$ cat src/design/kfd_pkg.sv
// kfd_pkg: shared constants, codes and types for the KISS frame deframer.
// Used by kfd_decode and kiss_frame_deframer; depends on nothing.
`timescale 1ns / 1ps
package kfd_pkg;

    localparam int MAX_FRAME_BYTES = 512;
    localparam int FRAME_CNT_W     = $clog2(MAX_FRAME_BYTES + 1);
    localparam int LIMIT_W         = 10;
    localparam int COUNT_W         = 9;

    localparam logic [7:0] FEND_CODE  = 8'hC0;
    localparam logic [7:0] FESC_CODE  = 8'hDB;
    localparam logic [7:0] TFEND_CODE = 8'hDC;
    localparam logic [7:0] TFESC_CODE = 8'hDD;

    typedef enum logic [1:0] {
        KIND_DATA   = 2'd0,
        KIND_DONE   = 2'd1,
        KIND_BADESC = 2'd2,
        KIND_LONG   = 2'd3
    } kind_t;

    typedef struct packed {
        logic                   frame_open;
        logic                   escape_pending;
        logic [FRAME_CNT_W-1:0] frame_count;
        logic [3:0]             port_held;
        logic [3:0]             command_held;
    } kfd_state_t;

    typedef struct packed {
        kind_t              kind;
        logic [7:0]         data_byte;
        logic [3:0]         port;
        logic [3:0]         command;
        logic [COUNT_W-1:0] count;
    } kfd_result_t;

endpackage

$ cat src/design/kfd_decode.sv
// kfd_decode: combinational next-state and result logic for one received word.
// Depends on kfd_pkg.
`timescale 1ns / 1ps
module kfd_decode
    import kfd_pkg::*;
(
    input  kfd_state_t        cur_state,
    input  logic [7:0]        rx_byte,
    input  logic [LIMIT_W-1:0] frame_limit,
    output kfd_state_t        nxt_state,
    output logic              res_valid,
    output kfd_result_t       res
);

    logic [FRAME_CNT_W-1:0] eff_limit;
    logic [FRAME_CNT_W-1:0] cnt_m1;
    logic [7:0]             plain_byte;
    logic                   store_ok;

    always_comb begin
        if (frame_limit == '0) begin
            eff_limit = FRAME_CNT_W'(1);
        end else if (FRAME_CNT_W'(frame_limit) > FRAME_CNT_W'(MAX_FRAME_BYTES)) begin
            eff_limit = FRAME_CNT_W'(MAX_FRAME_BYTES);
        end else begin
            eff_limit = FRAME_CNT_W'(frame_limit);
        end
    end

    assign cnt_m1 = cur_state.frame_count - FRAME_CNT_W'(1);

    always_comb begin
        nxt_state  = cur_state;
        res_valid  = 1'b0;
        res        = '0;
        res.kind   = KIND_DATA;
        plain_byte = rx_byte;
        store_ok   = 1'b0;

        if (rx_byte == FEND_CODE) begin
            nxt_state.frame_open     = 1'b1;
            nxt_state.escape_pending = 1'b0;
            nxt_state.frame_count    = '0;
            if (cur_state.frame_open && cur_state.frame_count != '0) begin
                res_valid   = 1'b1;
                res.kind    = KIND_DONE;
                res.port    = cur_state.port_held;
                res.command = cur_state.command_held;
                res.count   = cnt_m1[COUNT_W-1:0];
            end
        end else if (cur_state.frame_open) begin
            if (cur_state.escape_pending) begin
                nxt_state.escape_pending = 1'b0;
                if (rx_byte == TFEND_CODE) begin
                    plain_byte = FEND_CODE;
                    store_ok   = 1'b1;
                end else if (rx_byte == TFESC_CODE) begin
                    plain_byte = FESC_CODE;
                    store_ok   = 1'b1;
                end else begin
                    nxt_state.frame_count = '0;
                    res_valid             = 1'b1;
                    res.kind              = KIND_BADESC;
                end
            end else if (rx_byte == FESC_CODE) begin
                nxt_state.escape_pending = 1'b1;
            end else begin
                store_ok = 1'b1;
            end

            if (store_ok) begin
                if (cur_state.frame_count >= eff_limit) begin
                    nxt_state.escape_pending = 1'b0;
                    nxt_state.frame_count    = '0;
                    res_valid                = 1'b1;
                    res.kind                 = KIND_LONG;
                end else if (cur_state.frame_count == '0) begin
                    nxt_state.port_held    = plain_byte[7:4];
                    nxt_state.command_held = plain_byte[3:0];
                    nxt_state.frame_count  = FRAME_CNT_W'(1);
                end else begin
                    nxt_state.frame_count = cur_state.frame_count + FRAME_CNT_W'(1);
                    res_valid             = 1'b1;
                    res.kind              = KIND_DATA;
                    res.data_byte         = plain_byte;
                    res.port              = cur_state.port_held;
                    res.command           = cur_state.command_held;
                    res.count             = cnt_m1[COUNT_W-1:0];
                end
            end
        end
    end

endmodule

$ cat src/design/kiss_frame_deframer.sv
// kiss_frame_deframer: KISS receive deframer, top level.
// Depends on kfd_pkg and kfd_decode.
`timescale 1ns / 1ps
//
//  channel   ports                                   handshake
//  input     s_valid s_ready s_rx_byte               valid/ready
//  result    m_valid m_ready m_kind m_data_byte      valid/ready
//            m_port m_command m_count
//  config    cfg_we cfg_wdata (frame_limit)          write enable, no wait
//
// One word per cycle while the result is not stalled: a word goes input register -> decode ->
// result register, so the result is registered by those two register stages.
// Synchronous active-low reset clears frame state and sets frame_limit to 512;
// s_ready stays low while reset is held.
// A stalled result holds the result register; the input register holds at most
// one more word, then s_ready drops until the result is taken.
module kiss_frame_deframer
    import kfd_pkg::*;
(
    input  logic               aclk,
    input  logic               aresetn,
    input  logic               cfg_we,
    input  logic [LIMIT_W-1:0] cfg_wdata,
    input  logic               s_valid,
    output logic               s_ready,
    input  logic [7:0]         s_rx_byte,
    output logic               m_valid,
    input  logic               m_ready,
    output logic [1:0]         m_kind,
    output logic [7:0]         m_data_byte,
    output logic [3:0]         m_port,
    output logic [3:0]         m_command,
    output logic [COUNT_W-1:0] m_count
);

    logic [LIMIT_W-1:0] limit_reg;
    logic               in_valid_reg;
    logic [7:0]         in_byte_reg;
    kfd_state_t         state_reg;
    kfd_state_t         state_next;
    logic               res_valid;
    kfd_result_t        res;
    logic               out_valid_reg;
    kfd_result_t        out_reg;
    logic               advance;

    assign advance = in_valid_reg && (!out_valid_reg || m_ready);
    assign s_ready = aresetn && (!in_valid_reg || advance);

    kfd_decode u_decode (
        .cur_state   (state_reg),
        .rx_byte     (in_byte_reg),
        .frame_limit (limit_reg),
        .nxt_state   (state_next),
        .res_valid   (res_valid),
        .res         (res)
    );

    always_ff @(posedge aclk) begin
        if (!aresetn) begin
            limit_reg <= LIMIT_W'(MAX_FRAME_BYTES);
        end else if (cfg_we) begin
            limit_reg <= cfg_wdata;
        end
    end

    always_ff @(posedge aclk) begin
        if (!aresetn) begin
            in_valid_reg <= 1'b0;
        end else if (s_ready) begin
            in_valid_reg <= s_valid;
        end
    end

    always_ff @(posedge aclk) begin
        if (s_ready && s_valid) begin
            in_byte_reg <= s_rx_byte;
        end
    end

    always_ff @(posedge aclk) begin
        if (!aresetn) begin
            state_reg <= '0;
        end else if (advance) begin
            state_reg <= state_next;
        end
    end

    always_ff @(posedge aclk) begin
        if (!aresetn) begin
            out_valid_reg <= 1'b0;
        end else if (advance) begin
            out_valid_reg <= res_valid;
        end else if (m_ready) begin
            out_valid_reg <= 1'b0;
        end
    end

    always_ff @(posedge aclk) begin
        if (advance && res_valid) begin
            out_reg <= res;
        end
    end

    assign m_valid     = out_valid_reg;
    assign m_kind      = out_reg.kind;
    assign m_data_byte = out_reg.data_byte;
    assign m_port      = out_reg.port;
    assign m_command   = out_reg.command;
    assign m_count     = out_reg.count;

    a_count_bound: assert property (@(posedge aclk) disable iff (!aresetn)
        state_reg.frame_count <= FRAME_CNT_W'(MAX_FRAME_BYTES))
        else $error("frame count beyond maximum");

    a_idle_clear: assert property (@(posedge aclk) disable iff (!aresetn)
        !state_reg.frame_open |-> (state_reg.frame_count == '0 && !state_reg.escape_pending))
        else $error("frame state set outside a frame");

    a_error_zero: assert property (@(posedge aclk) disable iff (!aresetn)
        (m_valid && (out_reg.kind == KIND_BADESC || out_reg.kind == KIND_LONG))
        |-> (m_data_byte == '0 && m_count == '0 && m_port == '0 && m_command == '0))
        else $error("error result carries payload");

    a_stall_no_advance: assert property (@(posedge aclk) disable iff (!aresetn)
        (m_valid && !m_ready) |=> $stable(state_reg))
        else $error("frame state moved while result stalled");

endmodule
$ cat config.mk
export PLATFORM = sky130hd
export DESIGN_NAME = kiss_frame_deframer
export DESIGN_NICKNAME = d
export VERILOG_FILES = /design/src/design/kfd_pkg.sv /design/src/design/kfd_decode.sv /design/src/design/kiss_frame_deframer.sv
export SDC_FILE = /design/constraint.sdc
export NUM_CORES = 1
export LEC_CHECK = 0
export BUFFER_PORTS_ARGS = -buffer_cell sky130_fd_sc_hd__buf_2
export CAP_MARGIN = 0
export CORE_MARGIN = 3
export CORE_UTILIZATION = 54
export CTS_BUF_LIST = sky130_fd_sc_hd__clkbuf_2 sky130_fd_sc_hd__clkbuf_4 sky130_fd_sc_hd__clkbuf_8
export DETAILED_ROUTE_END_ITERATION = 8
export PLACE_DENSITY = 0.87
export SLEW_MARGIN = 20
export SYNTH_ARGS = -nofsm -noshare
export SYNTH_HDL_FRONTEND = slang
export SYNTH_HIERARCHICAL = 1
export SYNTH_SLANG_ARGS = --single-unit
$ cat constraint.sdc
create_clock -name aclk -period 3.4 [get_ports aclk]
set_input_delay 0.85 -clock aclk [delete_from_list [all_inputs] [get_ports aclk]]
set_output_delay 0.85 -clock aclk [all_outputs]
set_load 0.01 [all_outputs]
# Word level (Yosys, flattened, before mapping)
# Index checks and enable logic that the tools add are counted.
# W data, S select, Z words.
[word_totals]
reg_bits = 67
input_bits = 23
output_inout_bits = 29
[op_classes]
addsub = 2
order_cmp = 2
n_eq_ne = 6
n_mux = 47
bitwise = 4
n_reduce_logical = 20
[ops]
columns = ["operator", "count"]
rows = [
  ["$mux W27", 3],
  ["$mux W10", 7],
  ["$mux W8", 5],
  ["$mux W19", 2],
  ["$mux W17", 2],
  ["$eq A8 B8 Y1 const B", 4],
  ["$mux W25", 1],
  ["$mux W1", 21],
  ["$logic_not A10 Y1", 2],
  ["$mux W11", 1],
  ["$add A10 B1 Y10 const B", 1],
  ["$ge A10 B10 Y1", 1],
  ["$gt A10 B10 Y1 const B", 1],
  ["$mux W2", 5],
  ["$reduce_bool A10 Y1", 1],
  ["$sub A9 B1 Y9 const B", 1],
  ["$ne A3 B2 Y1 const B", 2],
  ["$reduce_and A6 Y1", 1],
  ["$logic_and A1 B1 Y1", 5],
  ["$reduce_and A5 Y1", 1],
  ["$reduce_or A5 Y1", 1],
  ["$not A1 Y1", 4],
  ["$reduce_and A2 Y1", 2],
  ["$reduce_bool A2 Y1", 2],
  ["3 further kinds", 5],
]

# Logic depth before layout (Yosys ltp)
# Gate-level depths: netlist (run 1).
[depth]
word_depth = 10
depth_mapped = 12
ltp_nobuf = 11

# Cells and area by module
# Netlist (run 1), hierarchy kept.
[by_module_without_submodules]
columns = ["mod", "n_inst", "cells_each", "area_each_um2", "seq_area_each_um2"]
rows = [
  ["kiss_frame_deframer", 1, 166, 2332.2, 1691.6],
  ["kfd_decode", 1, 187, 1313.8, 0.0],
]

# Worst setup path after synthesis (run 1)
# Ideal clock, no wire load.
[synth_path]
path_type = "register to register"
startpoint = "register limit_reg[9]"
endpoint = "register out_reg, in the netlist m_command[0] (enable)"
arrival_time_ps = 3171
required_time_ps = 2989
slack_ps = -182
stages_incl_launch_ff = 10
n_path_buf = 0
period_less_slack_ps = 3582
path_cell_list = "dfxtp_1 -> clkinv_1 -> ha_1 -> nand2_1 -> nor4_1 -> a221oi_4 -> a21oi_4 -> o211a_1 -> nand2_1 -> nor2_1"
[synth_between]
elab_chain_len = 9
elab_cells_between_ends = 10
[synth_lines]
columns = ["item", "line_no", "source"]
rows = [
  ["start, declared", "kiss_frame_deframer.sv:36", "logic [LIMIT_W-1:0] limit_reg;"],
  ["start signal, assigned", "kiss_frame_deframer.sv:61", "limit_reg <= LIMIT_W'(MAX_FRAME_BYTES);"],
  ["start signal, assigned", "kiss_frame_deframer.sv:63", "limit_reg <= cfg_wdata;"],
  ["$gt A10 B10 Y1", "kfd_decode.sv:23", "end else if (FRAME_CNT_W'(frame_limit) > FRAME_CNT_W'(MAX_FRAME_BYTES)) begin"],
  ["$mux W10", "kfd_decode.sv:23", ""],
  ["$mux W10 *", "kfd_decode.sv:21", "if (frame_limit == '0) begin"],
  ["$ge A10 B10 Y1 *", "kfd_decode.sv:72", "if (cur_state.frame_count >= eff_limit) begin"],
  ["$mux W1 *", "kfd_decode.sv:72", ""],
  ["$mux W1 *", "kfd_decode.sv:71", "if (store_ok) begin"],
  ["$mux W1 *", "kfd_decode.sv:51", "end else if (cur_state.frame_open) begin"],
  ["$mux W1 *", "kfd_decode.sv:40", "if (rx_byte == FEND_CODE) begin"],
  ["via res_valid", "kiss_frame_deframer.sv:41", "logic res_valid;"],
  ["$logic_and A1 B1 Y1 *", "kiss_frame_deframer.sv:100", "if (advance && res_valid) begin"],
  ["end signal, assigned", "kiss_frame_deframer.sv:101", "out_reg <= res;"],
  ["end, declared", "kiss_frame_deframer.sv:44", "kfd_result_t out_reg;"],
]
# Mark *: on every way through the listed nets, which the timed path passes. The rest lies on a longest branch.
# A chain may end at the register's enable or synchronous reset.

# Worst setup path in the final report (run 1)
[layout_path]
startpoint = "register limit_reg[9]"
endpoint = "register out_reg, in the netlist m_count[5] (enable)"
# Same word-level chain as after synthesis.

==> metrics.md, run 1 <==
| Metric | Value |
|---|---|
| Hold Path Class | flop to flop |
| First-pass GRT wire length | 12,320 µm |
| Tcrit/Tclk final | 0.9002 |
| CTS tree | yes |
| Synth-to-Final Area Change | 16.13% |
| Diode count | 0 |
| # port buffers | 51 |
| Worst-margin pin slew | 765.8 ps |
| Setup crit end kind | flop |
| Net Count, Synth | 388 |
| Layout cells sized above 1 | 0.2391 |
| Cts bufs inserted | 9 |
| Pwr per Cell Area | 419.4 nW/µm² |
| Hold-fix buffers, CTS | 0 |
| Max VDD drop | 281.2 µV |
| Core Util, Final | 0.6556 |
| Post-synth cell types | 55 |
| Clk Tree Root Cell | clkbuf_8 |
| Pins Over Slew Limit | 0 |
| DRT Pass-1 Iters | 5 |
| Clock skew | 7.013 ps |
| Register area share after synthesis | 0.4640 |
| Post-route antenna net violation count | 0 |
| Synth area leader | edfxtp_1 |
| Die X | 88.17 µm |
| Die area | 7774 µm² |
| Starting density of the core | 0.5645 |
| RSZ-0062 raised after global routing | no |
| Gate Count Post-Synth | 353 |
| CP Data Required Time | 3380 ps |
| Maximum buffer depth of the clock tree | 2 |
| Via density | 5.827 |
| CORE AREA | 6459 µm² |
| Post-CTS setup buffers | 0 |
| Syn_area_per_cell | 10.33 µm² |
| Critical path class | flop to flop |
| Top cells by area in the synthesized netlist | edfxtp_1 (29%), dfxtp_1 (18%), mux2i_1 (9.6%) |
| Largest net degree at the start of global routing | 53 |
| Post-synth EDFFs | 35 |
| Top FF cell, synth | edfxtp_1 |
| DR vias | 2,861 |
| Final hold violations | 0 |
| Clock sinks | 67 |
| Yosys warns | 6 |
| H-tree Lvls | 3 |
| GRT Residual Overflow | 0 |
| Starting DRT DRC Count | 298 |
| GRT Util Overall | 0.2066 |
| Static leakage | 1.829 nW |
| Vias in the first global route | 2,595 |
| PostCTS Resize Cnt | 0 |
| Async S/R FF share, synth | 0 |
| Yosys reg bits | 67 |
| DIE HEIGHT | 88.17 µm |
| Max Cap Viol | 0 |
| Status | completed |
| Commonest cells in the synthesized netlist | nand2_1 (67), edfxtp_1 (35), mux2i_1 (35) |
| Final setup viols | 0 |
| Clk pin slew, worst setup/hold paths | 70 ps |
| Boundary Pins | 52 |
| Initial antenna violation count | 0 |
| Synth top area share | 0.2883 |
| Final TNS setup | 0 ps |
| Dpl hpwl | 5165 µm |
| Cell with the most instances after synthesis | nand2_1 |
| Rel. slew slack | 0.4884 |
| Max FFs per register | 20 |
| Routability Congestion | 0.8755 |
| Rows | 29 |
| CP Launch Type | flop |
| Number of remaining DRC errors | 0 |
| Fmax achieved | 0.3267 GHz |
| Cell area after synthesis | 3646 µm² |
| Tmin final | 3061 ps |
| Critical Path Fanout Max | 27 |
| DRT Wirelength | 7445 µm |
| Clock Latency Late Sink | 340 ps |
| WP data arrival | 3040 ps |
| # nets final | 444 |
| Routed wire length per instance | 15.16 µm |
final timing paths:
check,slack [ps],from,to,cells after the start
setup / recovery,340,limit_reg[9]$_SDFFE_PN1P_,m_count[5]$_DFFE_PP_,9
hold / removal,470,state_reg[4]$_SDFFE_PN0P_,state_reg[4]$_SDFFE_PN0P_,2
setup reg to reg,340,limit_reg[9]$_SDFFE_PN1P_,m_count[5]$_DFFE_PP_,9
hold reg to reg,470,state_reg[4]$_SDFFE_PN0P_,state_reg[4]$_SDFFE_PN0P_,2
critical path, stage by stage (launching register included):
cell      delay (ps)
dfxtp_1          360
clkinv_1         230
ha_1             390
nand2_1           90
nor4_1           460
a221oi_4         140
a21oi_4          180
o211a_1          180
nand2_1           90
nor2_4           570
per-layer routing:
layer	GRT usage	up-vias	routed length, µm	share of wire
met5	0	-	0	0
met4	0.08516	0	104	0.014
met3	0.03951	12	519	0.070
met2	0.3120	113	3304	0.44
met1	0.2916	1349	3517	0.47
li1	-	1387	-	-
cell type report:
class	instances	area (µm²)
tap	77	96.34
timing repair buffer	63	345.3
inverter	11	41.29
clock inverter	6	113.9
clock buffer	10	131.4
fill	508	2225
multi-input combinational	257	1814
sequential	67	1692
layout by cell type, fill, tap and decap left out, types with 2 or more instances in the layout:
cell	n
mux2_2	3
dfxtp_1	32
nand2b_1	2
mux2i_1	35
xor2_1	4
and3_1	9
nand2_2	2
nor2b_4	2
o21ai_0	2
buf_2	51
nor4_1	3
xnor2_1	3
buf_4	12
nor3_1	17
bufinv_16	3
edfxtp_1	35
nor2b_1	12
clkinvlp_4	2
clkbuf_8	9
nor3b_1	5
nor2_4	2
nand4_1	3
and2_1	3
a31oi_1	14
o21ai_1	2
nand2_1	67
or4_1	2
ha_1	12
a21oi_1	9
a21o_1	2
inv_1	10
nor2_1	12
nand3b_1	8
stage by stage:
| step | hold WS [ps] | cell area, µm² | cells | setup slack (ps) | total power, mW |
|---|---|---|---|---|---|
| global placement | 442.7 | 3984 | 475 | 107.2 | 0.9870 |
| global route | 496.7 | 4234 | 491 | 86.08 | 1.838 |
| detailed placement | 455.4 | 3989 | 475 | 347.6 | 0.9900 |
| floorplan | 433.5 | 3649 | 353 | 262.8 | 0.9610 |
| finish | 473.3 | 4234 | 491 | 339.2 | 1.776 |
| CTS | 473.0 | 4234 | 491 | 316.9 | 1.790 |
logic make-up after synthesis:
family | synth area share
buffers and inverters | 0.04049
flip-flops | 0.4640
AO/OA/AOI/OAI | 0.09815
XOR/XNOR | 0.01682
multiplexers | 0.1084
AND/OR/NAND/NOR | 0.2310
adder cells (fa/ha/maj) | 0.04118
report_power, final:
part / internal [mW] / total, mW / switching [mW]
Clock: 0.496 / 0.802 / 0.306
Combinational: 0.0421 / 0.101 / 0.0585
Sequential: 0.859 / 0.873 / 0.0144
Note: power is estimated with default switching activity, not from simulation.
==> inputs of run 2 (changes only) <==
--- a/config.mk
+++ b/config.mk
@@ -11,6 +11,7 @@
 export CORE_UTILIZATION = 54
 export CTS_BUF_LIST = sky130_fd_sc_hd__clkbuf_2 sky130_fd_sc_hd__clkbuf_4 sky130_fd_sc_hd__clkbuf_8
 export DETAILED_ROUTE_END_ITERATION = 8
+export GPL_TIMING_DRIVEN = 0
 export PLACE_DENSITY = 0.87
 export SLEW_MARGIN = 20
 export SYNTH_ARGS = -nofsm -noshare
==> run 2 against run 1 <==
Flip-flop and latch count unchanged. Clock-buffer cell count up 1. Die area is the same. Design area is 0.44% lower. Wire length up 4.8%. Worst setup slack worse by 81 ps. Total power fell by 13%. Critical path type unchanged. Critical endpoint unchanged. Largest power group unchanged.
==> metrics.md, run 2 (synthesized netlist as in run 1, its figures left out) <==
| Metric | Value |
|---|---|
| Status | completed |
| Rel. slew slack | 0.6424 (+0.1540) |
| Hold Path Class | flop to flop |
| DIE HEIGHT | 88.17 µm (unchanged) |
| CORE AREA | 6459 µm² (unchanged) |
| Setup crit start | limit_reg[5]$_SDFFE_PN0P_ |
| Post-route cell area | 4215 µm² (-0.44%) |
| Number of remaining DRC errors | 0 (unchanged) |
| Synth-to-Final Area Change | 15.61% |
| Pwr per Cell Area | 366.3 nW/µm² (-13%) |
| Pint | 1.180 mW (-16%) |
| Commonest non-fill, non-tap cell in the layout | nand2_1 |
| Post-route antenna net violation count | 0 (unchanged) |
| Clk pin slew, worst setup/hold paths | 70 ps (about the same) |
| Via density | 5.797 (-0.51%) |
| Vias in the first global route | 2,722 (+4.9%) |
| Tcrit/Tclk final | 0.9240 (+0.02378) |
| Reg2reg path depth | 12 (+3) |
| Fmax achieved | 0.3183 GHz (-2.6%) |
| CTS tree | yes |
| Critical path class | flop to flop |
| WP data arrival | 3240 ps (+200 ps) |
| Critical Path Fanout Max | 14 (-48%) |
| Clk Tree Root Cell | clkbuf_8 |
| CP Launch Type | flop |
| Clock sinks | 67 (unchanged) |
| GRT Residual Overflow | 0 (unchanged) |
| Filler instances | 536 (+5.5%) |
| Delay-heaviest family, CP | compound AO/OA/AOI/OAI gates |
| Inst Count DP | 479 (+0.84%) |
| RSZ-0062 raised after global routing | no |
| # port buffers | 49 (-3.9%) |
| Tmin final | 3142 ps (+80.86 ps) |
| Hold_sp | state_reg[4]$_SDFFE_PN0P_ |
| Hold Path Sink | state_reg[4]$_SDFFE_PN0P_ |
| DRT Pass-1 Iters | 5 (unchanged) |
| Layout cells sized above 1 | 0.2375 (-0.001601) |
| GRT Util Overall | 0.2126 (+0.006033) |
| WHS | 458.5 ps (-14.79 ps) |
| Diode count | 0 (unchanged) |
| Routed wire length per instance | 15.66 µm (+3.3%) |
| Reg-to-Reg Start | limit_reg[5]$_SDFFE_PN0P_ |
| # nets final | 451 (+1.6%) |
| Initial antenna violation count | 0 (unchanged) |
| Seq pwr share | 0.566 (+0.074) |
| Setup crit end kind | flop |
| R2r endpoint | m_count[5]$_DFFE_PP_ |
| Clock Latency Late Sink | 340 ps (about the same) |
| Die X | 88.17 µm (unchanged) |
| Net switching power | 0.3643 mW (-3.8%) |
| H-tree Lvls | 3 (unchanged) |
| Worst R2R Setup Slack | 260 ps (-80 ps) |
| Static leakage | 1.813 nW (-0.86%) |
| Largest net degree at the start of global routing | 28 (-47%) |
| Final hold violations | 0 (unchanged) |
| Crit path cell chain | nor4_1 > a21oi_1 > nor2_1 > ha_1 > nand2b_1 > a21o_1 > a221oi_4 > a21oi_4 > o211a_1 > nand2_1 > nor2_4 > buf_12 |
| DR vias | 2,887 (+0.91%) |
| DRT Wirelength | 7800 µm (+4.8%) |
| Comb pwr share | 0.067 (+0.010) |
| Dpl hpwl | 5677 µm (+9.9%) |
| Die area | 7774 µm² (unchanged) |
| CP peak stage delay | 500 ps (-70 ps) |
| Sw Ratio | 0.2359 (+0.02264) |
| Boundary Pins | 52 (unchanged) |
| Max FFs per register | 20 (unchanged) |
| Post-Layout Cell Count | 498 (+1.4%) |
| CP max-delay cell | a221oi_4 |
| Final setup viols | 0 (unchanged) |
| Max Cap Viol | 0 (unchanged) |
| Total chip power | 1.544 mW (-13%) |
| Critical path buffers and inverters | 1 (unchanged) |
| Most frequent cells in the layout | nand2_1 (67), buf_2 (56), mux2i_1 (35), edfxtp_1 (35), dfxtp_1 (32) |
| Clock share of power | 0.367 (-0.085) |
| First-pass GRT wire length | 12,630 µm (+2.5%) |
| Worst-margin pin slew | 536.4 ps (-229.3 ps) |
| CP Data Required Time | 3500 ps (+120 ps) |
| Worst hold path stage count | 2 (unchanged) |
| Clock skew | 7.316 ps (+0.3032 ps) |
| Cell count along the critical path | 12 (+3) |
| Placed standard-cell area | 3995 µm² (+0.16%) |
| Routability Congestion | 0.9053 (+3.4%) |
| Pins Over Slew Limit | 0 (unchanged) |
| Maximum buffer depth of the clock tree | 2 (unchanged) |
| Max VDD drop | 283.9 µV (+0.95%) |
| Starting density of the core | 0.5645 (unchanged) |
| Cts bufs inserted | 9 (unchanged) |
| Starting DRT DRC Count | 194 (-35%) |
| Rows | 29 (unchanged) |
==> run 2: timing repair <==
| item | CTS | global route |
|---|---|---|
| endpoints found under the setup margin | 0 | 27 |
| hold buffers | 0 | 0 |
| gates resized for setup | 0 | 1 |
| buffers inserted | 0 | 2 |
==> run 2: routing by layer <==
layer / track usage / routed length (µm) / vias up
li1: - / - / 1403
met1: 0.2793 / 3470 / 1340
met2: 0.3338 / 3570 / 132
met3: 0.05362 / 630 / 12
met4: 0.09066 / 128 / 0
met5: 0 / 0 / -
==> run 2: stage by stage <==
| stage | setup TNS (ps) | setup slack, ps | utilization |
|---|---|---|---|
| 5_1_grt | 0 | 108.6 | 0.6527 |
| 6_report | 0 | 258.3 | 0.6527 |
| 3_3_place_gp | -4982 | -186.0 | 0.6178 |
| 2_1_floorplan | 0 | 262.8 | - |
| 3_5_place_dp | 0 | 53.73 | 0.6186 |
| 4_1_cts | 0 | 45.25 | 0.6447 |
==> run 2: tightest hold or removal path, delay by kind of cell, from the launching register on <==
family | cells | cell delay (ps)
simple gates | 1 | 50
flops | 1 | 310
mux | 1 | 50
==> run 2: worst max path at each step <==
stage	to	slack (ps)
finish	m_count[5]$_DFFE_PP_	260
global route	m_kind[0]$_DFFE_PP_	110
CTS	m_count[5]$_DFFE_PP_	50
detailed placement	m_command[1]$_DFFE_PP_	50
global placement	m_count[4]$_DFFE_PP_	-190
floorplan	m_command[0]$_DFFE_PP_	260
==> run 2: layout make-up <==
cell class | count | area, µm² | share of cell area
clock inverter | 5 | 30.03 | 0.007124
buffer | 18 | 106.4 | 0.02523
multi-input combinational | 258 | 1826 | 0.4331
inverter | 11 | 41.29 | 0.009795
tap | 77 | 96.34 | 0.02286
timing repair buffer | 51 | 285.3 | 0.06768
clock buffer | 11 | 138.9 | 0.03295
sequential | 67 | 1692 | 0.4013
==> run 2: power by group through the flow <==
stage          Combinational (mW)  Clock (mW)  Sequential [mW]
2_1_floorplan              0.0746           0            0.886
3_3_place_gp                0.100           0            0.890
3_5_place_dp                0.104           0            0.891
4_1_cts                     0.104       0.580            0.873
5_1_grt                     0.114       0.616            0.875
6_report                    0.104       0.566            0.874
